## config.mk

```make
export PLATFORM = sky130hd
export DESIGN_NAME = bev_ctrl
export DESIGN_NICKNAME = d
export VERILOG_FILES = /design/src/bev_pkg.sv /design/src/bev_ctrl.sv
export SDC_FILE = /design/constraint.sdc
export NUM_CORES = 1
export LEC_CHECK = 0
export BUFFER_PORTS_ARGS = -buffer_cell sky130_fd_sc_hd__buf_2
export CAP_MARGIN = 20
export CORE_MARGIN = 8
export CORE_UTILIZATION = 35
export DETAILED_ROUTE_END_ITERATION = 10
export HOLD_SLACK_MARGIN = 0.05
export RECOVER_POWER = 25
export SLEW_MARGIN = 10
export SYNTH_ARGS = -nofsm -noshare
export SYNTH_HDL_FRONTEND = slang
export SYNTH_SLANG_ARGS = --single-unit
```

## constraint.sdc

```tcl
create_clock -name clk -period 1.55 [get_ports clk]
set_input_delay 0.155 -clock clk [delete_from_list [all_inputs] [get_ports clk]]
set_output_delay 0.155 -clock clk [all_outputs]
set_load 0.02 [all_outputs]
```

## src/bev_pkg.sv

```systemverilog
// ---------------------------------------------------------------------------
// bev_pkg: shared types and constants
// Status codes, mode codes, limits and the command and status bundles that
// join the controller and the datapath of the eviction block.
// ---------------------------------------------------------------------------
package bev_pkg;

  localparam int unsigned X_W      = 32;
  localparam int unsigned FRAME_W  = 32;
  localparam int unsigned SIZE_W   = 24;
  localparam int unsigned BUDGET_W = 31;
  localparam int unsigned PROT_W   = 8;
  localparam int unsigned UOUT_W   = 30;
  localparam int unsigned N_W      = 7;

  localparam logic [N_W-1:0]      RESULT_CAP    = 7'd64;
  localparam logic [BUDGET_W-1:0] BUDGET_FLOOR  = 31'd1048576;
  localparam logic [BUDGET_W-1:0] BUDGET_RESET  = 31'd268435456;
  localparam logic [PROT_W-1:0]   PROTECT_RESET = 8'd60;
  localparam logic [UOUT_W-1:0]   USAGE_MAX     = 30'h3fff_ffff;

  typedef enum logic [1:0] {
    MODE_TOUCH   = 2'd0,
    MODE_FILL    = 2'd1,
    MODE_ENFORCE = 2'd2,
    MODE_UNUSED  = 2'd3
  } mode_t;

  typedef enum logic [1:0] {
    ST_DONE    = 2'd0,
    ST_EVICTED = 2'd1,
    ST_NONE    = 2'd2,
    ST_FULL    = 2'd3
  } status_t;

  typedef enum logic [0:0] {
    REG_BUDGET  = 1'b0,
    REG_PROTECT = 1'b1
  } reg_idx_t;

  // Commands from the controller to the datapath.
  typedef struct packed {
    logic    latch;
    logic    scan_start;
    logic    scan_age;
    logic    apply_key;
    logic    init_enf;
    logic    decide;
    logic    emit_direct;
    logic    emit_pend;
    status_t emit_status;
    logic    emit_last;
  } cmd_t;

  // Status from the datapath to the controller.
  typedef struct packed {
    mode_t mode;
    logic  scan_done;
    logic  hit;
    logic  best_ok;
    logic  prot;
    logic  over;
    logic  n_cap;
    logic  pend_v;
  } sts_t;

endpackage

```

## src/bev_ctrl.sv

```systemverilog
// ---------------------------------------------------------------------------
// bev_ctrl: request sequencer
// Steps a request through key scan and update, or through repeated
// oldest-first scans for enforce, and hands results to the output.
// ---------------------------------------------------------------------------
module bev_ctrl (
  input  logic          clk,
  input  logic          rst_n,
  input  logic          in_fire,
  output logic          in_rdy,
  output logic          out_vld,
  input  logic          out_rdy,
  output bev_pkg::cmd_t cmd,
  input  bev_pkg::sts_t sts
);
  import bev_pkg::*;

  typedef enum logic [7:0] {
    S_IDLE   = 8'b0000_0001,
    S_CHECK  = 8'b0000_0010,
    S_SCANK  = 8'b0000_0100,
    S_APPLY  = 8'b0000_1000,
    S_SCANA  = 8'b0001_0000,
    S_DECIDE = 8'b0010_0000,
    S_LOOP   = 8'b0100_0000,
    S_OUT    = 8'b1000_0000
  } state_t;

  state_t state_r, state_nxt;
  logic   ret_loop_r, ret_loop_nxt;

  assign in_rdy  = (state_r == S_IDLE);
  assign out_vld = (state_r == S_OUT);

  // Sequencing.
  always_comb begin
    state_nxt       = state_r;
    ret_loop_nxt    = ret_loop_r;
    cmd             = '0;
    cmd.emit_status = ST_DONE;
    case (state_r)
      S_IDLE: begin
        cmd.latch = in_fire;
        if (in_fire) state_nxt = S_CHECK;
      end
      S_CHECK: begin
        ret_loop_nxt = 1'b0;
        case (sts.mode)
          MODE_TOUCH, MODE_FILL: begin
            cmd.scan_start = 1'b1;
            state_nxt      = S_SCANK;
          end
          MODE_ENFORCE: begin
            if (sts.over) begin
              cmd.init_enf   = 1'b1;
              cmd.scan_start = 1'b1;
              cmd.scan_age   = 1'b1;
              state_nxt      = S_SCANA;
            end else begin
              cmd.emit_direct = 1'b1;
              state_nxt       = S_OUT;
            end
          end
          default: begin
            cmd.emit_direct = 1'b1;
            state_nxt       = S_OUT;
          end
        endcase
      end
      S_SCANK: begin
        if (sts.scan_done) state_nxt = S_APPLY;
      end
      S_APPLY: begin
        cmd.apply_key   = 1'b1;
        cmd.emit_direct = 1'b1;
        cmd.emit_status = sts.hit ? ST_DONE : ST_FULL;
        state_nxt       = S_OUT;
      end
      S_SCANA: begin
        if (sts.scan_done) state_nxt = S_DECIDE;
      end
      S_DECIDE: begin
        cmd.decide = 1'b1;
        if (!sts.best_ok) begin
          // Every candidate visited: close the pass.
          ret_loop_nxt = 1'b0;
          state_nxt    = S_OUT;
          if (sts.pend_v) begin
            cmd.emit_pend = 1'b1;
            cmd.emit_last = 1'b1;
          end else begin
            cmd.emit_direct = 1'b1;
            cmd.emit_status = ST_NONE;
          end
        end else if (!sts.prot && sts.pend_v) begin
          // A newer eviction follows, so the held one is not the last.
          cmd.emit_pend = 1'b1;
          ret_loop_nxt  = 1'b1;
          state_nxt     = S_OUT;
        end else begin
          state_nxt = S_LOOP;
        end
      end
      S_LOOP: begin
        if (sts.over && !sts.n_cap) begin
          cmd.scan_start = 1'b1;
          cmd.scan_age   = 1'b1;
          state_nxt      = S_SCANA;
        end else begin
          cmd.emit_pend = 1'b1;
          cmd.emit_last = 1'b1;
          ret_loop_nxt  = 1'b0;
          state_nxt     = S_OUT;
        end
      end
      S_OUT: begin
        if (out_rdy) state_nxt = ret_loop_r ? S_LOOP : S_IDLE;
      end
      default: state_nxt = S_IDLE;
    endcase
  end

  always_ff @(posedge clk) begin
    if (!rst_n) begin
      state_r    <= S_IDLE;
      ret_loop_r <= 1'b0;
    end else begin
      state_r    <= state_nxt;
      ret_loop_r <= ret_loop_nxt;
    end
  end

endmodule

```

==> metrics.txt, run 1 <==
# TYPE chip_impl_metric gauge
chip_impl_metric{name="cts_made_buffers",unit=""} 3
chip_impl_metric{name="initial_core_util",unit=""} 0.359
chip_impl_metric{name="vdd.ir_drop.worst",unit="mV"} 0.461
chip_impl_metric{name="antenna_left",unit=""} 0
chip_impl_metric{name="die_area",unit="um^2"} 3960
chip_impl_metric{name="timing_max_transition_violations_final",unit=""} 0
chip_impl_info{name="rsz_0062_raised_after_global_routing",value="true"} 1
chip_impl_metric{name="multiplexer_fraction_of_the_synthesized_cell_area",unit=""} 0
chip_impl_metric{name="die-width",unit="um"} 62.9
chip_impl_metric{name="clock_path_buffers",unit=""} 2
chip_impl_info{name="outcome",value="finished with violations"} 1
chip_impl_metric{name="worst_skew_pair.late_latency",unit="ns"} 0.27
chip_impl_metric{name="synth_cells",unit=""} 97
chip_impl_metric{name="globalRoute.totalOverflow",unit=""} 0
chip_impl_metric{name="totalWireLength",unit="um"} 2730
chip_impl_metric{name="drc",unit=""} 0
chip_impl_metric{name="io_buffer_count",unit=""} 25
chip_impl_metric{name="number_of_global_route_vias_before_repair",unit=""} 960
chip_impl_metric{name="numnets_final",unit=""} 166
chip_impl_metric{name="cts.sink_count",unit=""} 9
chip_impl_metric{name="timing.fmax",unit="MHz"} 537
chip_impl_metric{name="core-area",unit="um^2"} 2150
chip_impl_metric{name="setup_viol",unit=""} 18
chip_impl_metric{name="synth_sequential_area_ratio",unit=""} 0.234
chip_impl_info{name="worstSetupEndpointType",value="output port"} 1
chip_impl_metric{name="num_vias",unit=""} 933
chip_impl_info{name="clock_tree_from_tritoncts",value="built"} 1
chip_impl_metric{name="antenna_found_initial",unit=""} 0
chip_impl_info{name="critical_path.slowest_cell",value="sky130_fd_sc_hd__or3b_4"} 1
chip_impl_metric{name="portion_of_the_clock_cycle_consumed_by_the_worst_path_in_the_final_layout",unit=""} 1.20
chip_impl_metric{name="crit_path_max_fanout",unit=""} 4
chip_impl_metric{name="fin_total_pwr",unit="W"} 0.00130
chip_impl_metric{name="synthesis.area_per_instance",unit="um^2"} 7.95
chip_impl_metric{name="layout-drive-gt1-share",unit=""} 0.638
chip_impl_metric{name="slew_headroom",unit=""} 0.806
chip_impl_metric{name="finalHoldWorstSlack",unit="ns"} 0.161
chip_impl_metric{name="finalWorstSetupSlack",unit="ns"} -0.313
chip_impl_info{name="cts_root_buf",value="sky130_fd_sc_hd__clkbuf_4"} 1
chip_impl_metric{name="worstMarginPinSlew",unit="ns"} 0.287
chip_impl_metric{name="die_height",unit="um"} 62.9
chip_impl_metric{name="max_cap_viol_count",unit=""} 0
chip_impl_metric{name="place_hpwl",unit="um"} 1920
chip_impl_info{name="path_cells",value="or3b_4, nand3b_4, nor3b_4, and2_2, buf_6"} 1
chip_impl_metric{name="flow.area_growth_from_synthesis",unit="%"} 83.3
chip_impl_metric{name="synth_area",unit="um^2"} 771
chip_impl_metric{name="drtIter0Drc",unit=""} 28
chip_impl_metric{name="synth-compound-area-share",unit=""} 0.203
chip_impl_metric{name="clkTransAtPathRegs",unit="ns"} 0.07
chip_impl_metric{name="report.final.hold_viol_count",unit=""} 0
chip_impl_metric{name="clock_skew",unit="ns"} 0.00225
chip_impl_metric{name="yosys_warnings",unit=""} 0
chip_impl_info{name="dominantRegCellSynth",value="sky130_fd_sc_hd__dfxtp_1"} 1
chip_impl_metric{name="critical_path_arrival",unit="ns"} 1.71
chip_impl_metric{name="cts.htree.levels",unit=""} 1
chip_impl_metric{name="avgRoutedWirePerCell",unit="um"} 15.2
chip_impl_metric{name="layout.cell_area.non_filler",unit="um^2"} 1410
chip_impl_metric{name="power.static_leakage",unit="nW"} 0.652
chip_impl_info{name="hold_class",value="in2reg"} 1
chip_impl_info{name="critical-path-top-delay-family",value="simple AND/OR/NAND/NOR gates"} 1
chip_impl_info{name="timing_worst_setup_path_type",value="reg2out"} 1
chip_impl_metric{name="critPathRequiredTime",unit="ns"} 1.39
chip_impl_metric{name="synth-seq-cells",unit=""} 9
chip_impl_metric{name="async_flop_share",unit=""} 0
chip_impl_metric{name="floorplan.rows",unit=""} 17
chip_impl_metric{name="antennaDiodeCount",unit=""} 0
chip_impl_metric{name="dpl_cell_area",unit="um^2"} 1080
chip_impl_metric{name="grt.total_usage",unit=""} 0.134
chip_impl_metric{name="critical-path-max-stage-delay",unit="ns"} 0.40
chip_impl_metric{name="routabilityCongestion",unit=""} 0.797
chip_impl_metric{name="cellPowerDensity",unit="nW/um^2"} 919
chip_impl_metric{name="drt_pass1_iterations",unit=""} 4
chip_impl_metric{name="synth_cell_types",unit=""} 42
chip_impl_info{name="failed_checks",value="setup timing"} 1
chip_impl_metric{name="viasPerCell",unit=""} 5.18
chip_impl_metric{name="holdBufCountCts",unit=""} 0
chip_impl_info{name="critical_path.startpoint_type",value="flop"} 1
chip_impl_metric{name="critical_path_buf_inv_count",unit=""} 1
chip_impl_metric{name="finalCriticalPeriod",unit="ns"} 1.86
chip_impl_metric{name="final_core_util",unit=""} 0.658
chip_impl_metric{name="tns",unit="ns"} -2.83
chip_impl_metric{name="yosys.area_share.xor_xnor",unit=""} 0.0341
chip_impl_metric{name="synthAdderAreaFrac",unit=""} 0
chip_impl_info{name="largest_family_of_logic_cells_by_synthesized_area",value="simple AND/OR/NAND/NOR gates"} 1
chip_impl_metric{name="yosys.area_share.simple",unit=""} 0.450
chip_impl_metric{name="grt_first_pass_wirelength",unit="um"} 4450
chip_impl_metric{name="syn_nets",unit=""} 110
chip_impl_metric{name="design.portCount",unit=""} 26
chip_impl_metric{name="synth_edf_count",unit=""} 0
chip_impl_metric{name="grt_max_degree",unit=""} 8
==> final cells by class <==
type	count	area, um^2
clock buffers	4	26.3
inverters	6	22.5
well taps	28	35.0
fillers	190	736
multi-input cells	77	661
repair buffers	56	462
flip-flops and latches	9	206
==> report_power, final <==
group / switching [W] / internal (W)
registers: 0.0000423 / 0.000262
clock network: 0.0000939 / 0.0000996
logic: 0.000357 / 0.000444
total: 0.000493 / 0.000806
==> cells in the final DEF, fill, tap and decap left out, types with 2 or more instances in the layout <==
master,n
sky130_fd_sc_hd__buf_6,19
sky130_fd_sc_hd__nor2_1,9
sky130_fd_sc_hd__o21ai_0,2
sky130_fd_sc_hd__o21ai_1,3
sky130_fd_sc_hd__xor2_1,2
sky130_fd_sc_hd__buf_4,24
sky130_fd_sc_hd__buf_2,12
sky130_fd_sc_hd__nor4b_1,2
sky130_fd_sc_hd__dfxtp_1,2
sky130_fd_sc_hd__dfxtp_4,7
sky130_fd_sc_hd__and3_1,2
sky130_fd_sc_hd__clkbuf_4,4
sky130_fd_sc_hd__o21ai_2,3
sky130_fd_sc_hd__nor4_4,2
sky130_fd_sc_hd__nand4b_1,2
sky130_fd_sc_hd__nand2_1,8
sky130_fd_sc_hd__nor2_4,2
sky130_fd_sc_hd__and3_4,2
sky130_fd_sc_hd__inv_1,5
==> registers in the layout (all words and copies together), names as in the netlist <==
signal / cells
state_r: 8
ret_loop_r: 1
==> synthesized netlist by cell type, types with 2 or more instances <==
library cell,n,area share
sky130_fd_sc_hd__nand2_1,9,0.044
sky130_fd_sc_hd__nand3_1,2,0.013
sky130_fd_sc_hd__and3_1,4,0.032
sky130_fd_sc_hd__nor4_4,2,0.055
sky130_fd_sc_hd__nor4b_1,4,0.045
sky130_fd_sc_hd__nand2b_1,2,0.016
sky130_fd_sc_hd__buf_4,3,0.029
sky130_fd_sc_hd__and2_1,2,0.016
sky130_fd_sc_hd__xor2_1,2,0.023
sky130_fd_sc_hd__nor2b_1,3,0.024
sky130_fd_sc_hd__nand4b_1,2,0.023
sky130_fd_sc_hd__a21oi_1,2,0.013
sky130_fd_sc_hd__nor2_1,12,0.058
sky130_fd_sc_hd__o21ai_0,7,0.045
sky130_fd_sc_hd__dfxtp_1,9,0.23
sky130_fd_sc_hd__inv_1,6,0.029
==> final timing paths <==
check / to / slack [ns] / cells after the start / startpoint
max: cmd[6] / -0.31 / 5 / state_r[5]$_SDFFE_PN0P_
min: state_r[0]$_SDFFE_PN1P_ / 0.16 / 2 / rst_n
max reg2reg: state_r[4]$_SDFFE_PN0P_ / -0.12 / 7 / state_r[5]$_SDFFE_PN0P_
min reg2reg: state_r[6]$_SDFFE_PN0P_ / 0.55 / 2 / ret_loop_r$_SDFFE_PN0P_
==> cell families (layout without fill, tap and decap cells) <==
| family | after synthesis | in the layout |
|---|---|---|
| buf+inv | 11 | 66 |
| xor+xnor | 3 | 3 |
| simple gates | 52 | 52 |
| flops | 9 | 9 |
| compound gates | 22 | 22 |
==> through the flow <==
stage / instances / setup slack, ns
floorplan: 97 / -0.0200
global placement: 167 / -0.119
detailed placement: 167 / -0.140
CTS: 179 / -0.292
global route: 180 / -0.369
finish: 180 / -0.313
==> routing by layer <==
layer  routed length, um  part of all wire  GRT usage  vias up
li1                    -                 -          -      460
met1                1190              0.44      0.150      445
met2                1420              0.52      0.236       24
met3                  72             0.026     0.0215        4
met4                  46             0.017     0.0655        0
met5                   0                 0          0        -
==> what timing repair did <==
item,CTS,global route
setup buffers,8,1
pin swaps,15,15
setup endpoints to repair,22,21
gates resized for setup,49,23
hold endpoints to repair,0,0
Note: power is estimated with default switching activity, not from simulation.
==> run 2: changes to the inputs <==
==> constraint.sdc (replaced) <==
create_clock -name clk -period 1.8 [get_ports clk]
set_input_delay 0.18 -clock clk [delete_from_list [all_inputs] [get_ports clk]]
set_output_delay 0.18 -clock clk [all_outputs]
set_load 0.02 [all_outputs]
==> run 2 against run 1 <==
Compared with the run above: the run still ends with setup timing left; global-route usage decreased by 1.5 points; worst hold slack improved by 0.017 ns; register-to-register slack improved by 0.19 ns; clock power down 14%; final area fell by 18%; via count fell by 6.6%; first-iteration DRC count shrank 50%; non-clock buffer count fell by 15; flip-flop and latch count unchanged; cell count shrank 8.3%; sequential power down 16%; largest power group unchanged; critical endpoint is now cmd[4].
==> metrics.txt, run 2 (synthesized netlist as in run 1, its figures left out) <==
# TYPE chip_impl_metric gauge
chip_impl_info{name="outcome",value="finished with violations"} 1
chip_impl_info{name="failed_checks",value="setup timing"} 1
chip_impl_metric{name="drtIter0Drc",unit=""} 14
chip_impl_metric{name="tns",unit="ns"} -0.278
chip_impl_metric{name="die-width",unit="um"} 62.9
chip_impl_info{name="rsz_0062_raised_after_global_routing",value="true"} 1
chip_impl_info{name="worstSetupEndpointType",value="output port"} 1
chip_impl_metric{name="grt.total_usage",unit=""} 0.118
chip_impl_metric{name="worst_r2r_path_depth",unit=""} 8
chip_impl_metric{name="fin_total_pwr",unit="W"} 0.000966
chip_impl_metric{name="vdd.ir_drop.worst",unit="mV"} 0.482
chip_impl_info{name="timing_worst_setup_path_type",value="reg2out"} 1
chip_impl_metric{name="cts_made_buffers",unit=""} 3
chip_impl_info{name="layout.cells.most_common",value="sky130_fd_sc_hd__buf_2"} 1
chip_impl_metric{name="power.static_leakage",unit="nW"} 0.547
chip_impl_metric{name="numnets_final",unit=""} 151
chip_impl_metric{name="cellPowerDensity",unit="nW/um^2"} 836
chip_impl_metric{name="initial_core_util",unit=""} 0.359
chip_impl_metric{name="clock_skew",unit="ns"} 0.0115
chip_impl_metric{name="cts.sink_count",unit=""} 9
chip_impl_metric{name="post_layout_nonfiller_instances",unit=""} 165
chip_impl_metric{name="timing.fmax",unit="MHz"} 539
chip_impl_metric{name="drc",unit=""} 0
chip_impl_metric{name="antenna_left",unit=""} 0
chip_impl_metric{name="clock_path_buffers",unit=""} 2
chip_impl_metric{name="clkTransAtPathRegs",unit="ns"} 0.06
chip_impl_metric{name="num_vias",unit=""} 871
chip_impl_metric{name="totalWireLength",unit="um"} 2400
chip_impl_metric{name="grt_first_pass_wirelength",unit="um"} 4000
chip_impl_metric{name="place_hpwl",unit="um"} 1680
chip_impl_metric{name="flow.area_growth_from_synthesis",unit="%"} 49.8
chip_impl_info{name="hold_class",value="in2reg"} 1
chip_impl_metric{name="slew_headroom",unit=""} 0.749
chip_impl_metric{name="portion_of_the_clock_cycle_consumed_by_the_worst_path_in_the_final_layout",unit=""} 1.03
chip_impl_metric{name="fillerInstances",unit=""} 204
chip_impl_metric{name="cts.htree.levels",unit=""} 1
chip_impl_metric{name="viasPerCell",unit=""} 5.28
chip_impl_metric{name="largest_register_ffs",unit=""} 8
chip_impl_metric{name="timing_max_transition_violations_final",unit=""} 0
chip_impl_metric{name="number_of_global_route_vias_before_repair",unit=""} 911
chip_impl_metric{name="critical_path_arrival",unit="ns"} 1.68
chip_impl_metric{name="routabilityCongestion",unit=""} 0.851
chip_impl_metric{name="numPlacedInstances",unit=""} 151
chip_impl_metric{name="die_area",unit="um^2"} 3960
chip_impl_metric{name="critPathRequiredTime",unit="ns"} 1.62
chip_impl_metric{name="setup_viol",unit=""} 7
chip_impl_metric{name="design.portCount",unit=""} 26
chip_impl_metric{name="antennaDiodeCount",unit=""} 0
chip_impl_metric{name="drt_pass1_iterations",unit=""} 4
chip_impl_info{name="reg.largest.list",value="state_r: 8 flops, ret_loop_r: 1 flops"} 1
chip_impl_metric{name="layout.cell_area.non_filler",unit="um^2"} 1150
chip_impl_metric{name="layout-drive-gt1-share",unit=""} 0.504
chip_impl_metric{name="grt_max_degree",unit=""} 9
chip_impl_metric{name="floorplan.rows",unit=""} 17
chip_impl_metric{name="core-area",unit="um^2"} 2150
chip_impl_metric{name="max_cap_viol_count",unit=""} 0
chip_impl_metric{name="worst_skew_pair.late_latency",unit="ns"} 0.27
chip_impl_metric{name="placement.setup.worst_slack",unit="ns"} 0.109
chip_impl_metric{name="avgRoutedWirePerCell",unit="um"} 14.5
chip_impl_metric{name="dpl_cell_area",unit="um^2"} 937
chip_impl_info{name="critical_path.startpoint_type",value="flop"} 1
chip_impl_metric{name="crit_path_max_fanout",unit=""} 5
chip_impl_info{name="clock_tree_from_tritoncts",value="built"} 1
chip_impl_metric{name="finalCriticalPeriod",unit="ns"} 1.86
chip_impl_metric{name="die_height",unit="um"} 62.9
chip_impl_metric{name="report.final.hold_viol_count",unit=""} 0
chip_impl_metric{name="io_buffer_count",unit=""} 25
chip_impl_metric{name="globalRoute.totalOverflow",unit=""} 0
chip_impl_metric{name="finalWorstSetupSlack",unit="ns"} -0.0551
chip_impl_info{name="most-common-layout-cells",value="20 x sky130_fd_sc_hd__buf_2, 15 x sky130_fd_sc_hd__buf_4, 11 x sky130_fd_sc_hd__nor2_1"} 1
chip_impl_metric{name="worstHoldPathCells",unit=""} 2
chip_impl_info{name="regMostFlops",value="state_r"} 1
chip_impl_info{name="cts_root_buf",value="sky130_fd_sc_hd__clkbuf_4"} 1
chip_impl_metric{name="holdBufCountCts",unit=""} 0
chip_impl_metric{name="worstMarginPinSlew",unit="ns"} 0.371
chip_impl_metric{name="antenna_found_initial",unit=""} 0
==> run 2: final cells by class <==
| cell class | instances | area [um^2] | area share |
|---|---|---|---|
| Timing Repair Buffer | 41 | 280 | 0.243 |
| Sequential cell | 9 | 198 | 0.171 |
| Clock buffer | 4 | 26.3 | 0.0228 |
| Inverter | 6 | 22.5 | 0.0195 |
| Multi-Input combinational cell | 77 | 593 | 0.514 |
| Tap cell | 28 | 35.0 | 0.0303 |
==> run 2: path summary, 6_finish.rpt <==
check / end / slack, ns / startpoint
max: cmd[4] / -0.06 / state_r[5]$_SDFFE_PN0P_
min: state_r[0]$_SDFFE_PN1P_ / 0.18 / rst_n
max reg2reg: ret_loop_r$_SDFFE_PN0P_ / 0.07 / state_r[0]$_SDFFE_PN1P_
min reg2reg: state_r[6]$_SDFFE_PN0P_ / 0.55 / ret_loop_r$_SDFFE_PN0P_
==> run 2: metal layers <==
metal  GRT usage  wire (um)
met4      0.0427         23
met3      0.0341        114
met5           0          0
met1       0.131       1020
met2       0.207       1240
==> run 2: report_power, final <==
part	switching [W]	total (W)	leakage, nW	internal, W
clock	0.0000801	0.000166	0.0150	0.0000857
sequential	0.0000307	0.000256	0.0764	0.000225
combinational	0.000267	0.000544	0.455	0.000277
==> run 2: worst max-delay path: stages (launching register included) <==
cell and delay [ns]:
sky130_fd_sc_hd__dfxtp_4 0.36, sky130_fd_sc_hd__or3b_4 0.40, sky130_fd_sc_hd__nand3b_4 0.19, sky130_fd_sc_hd__o21ai_1 0.19, sky130_fd_sc_hd__nand2b_1 0.13, sky130_fd_sc_hd__buf_2 0.16
==> run 2: timing repair <==
action / in CTS / in global routing
pin swaps: 6 / 4
gates resized for setup: 28 / 12
setup endpoints to repair: 8 / 17
setup buffers: 7 / 3
==> run 2: per-stage QoR <==
step / util / hold WS, ns
detailed placement: 0.436 / 0.445
floorplan: - / 0.260
global placement: 0.436 / 0.443
global route: 0.538 / 0.185
finish: 0.538 / 0.178
CTS: 0.507 / 0.171
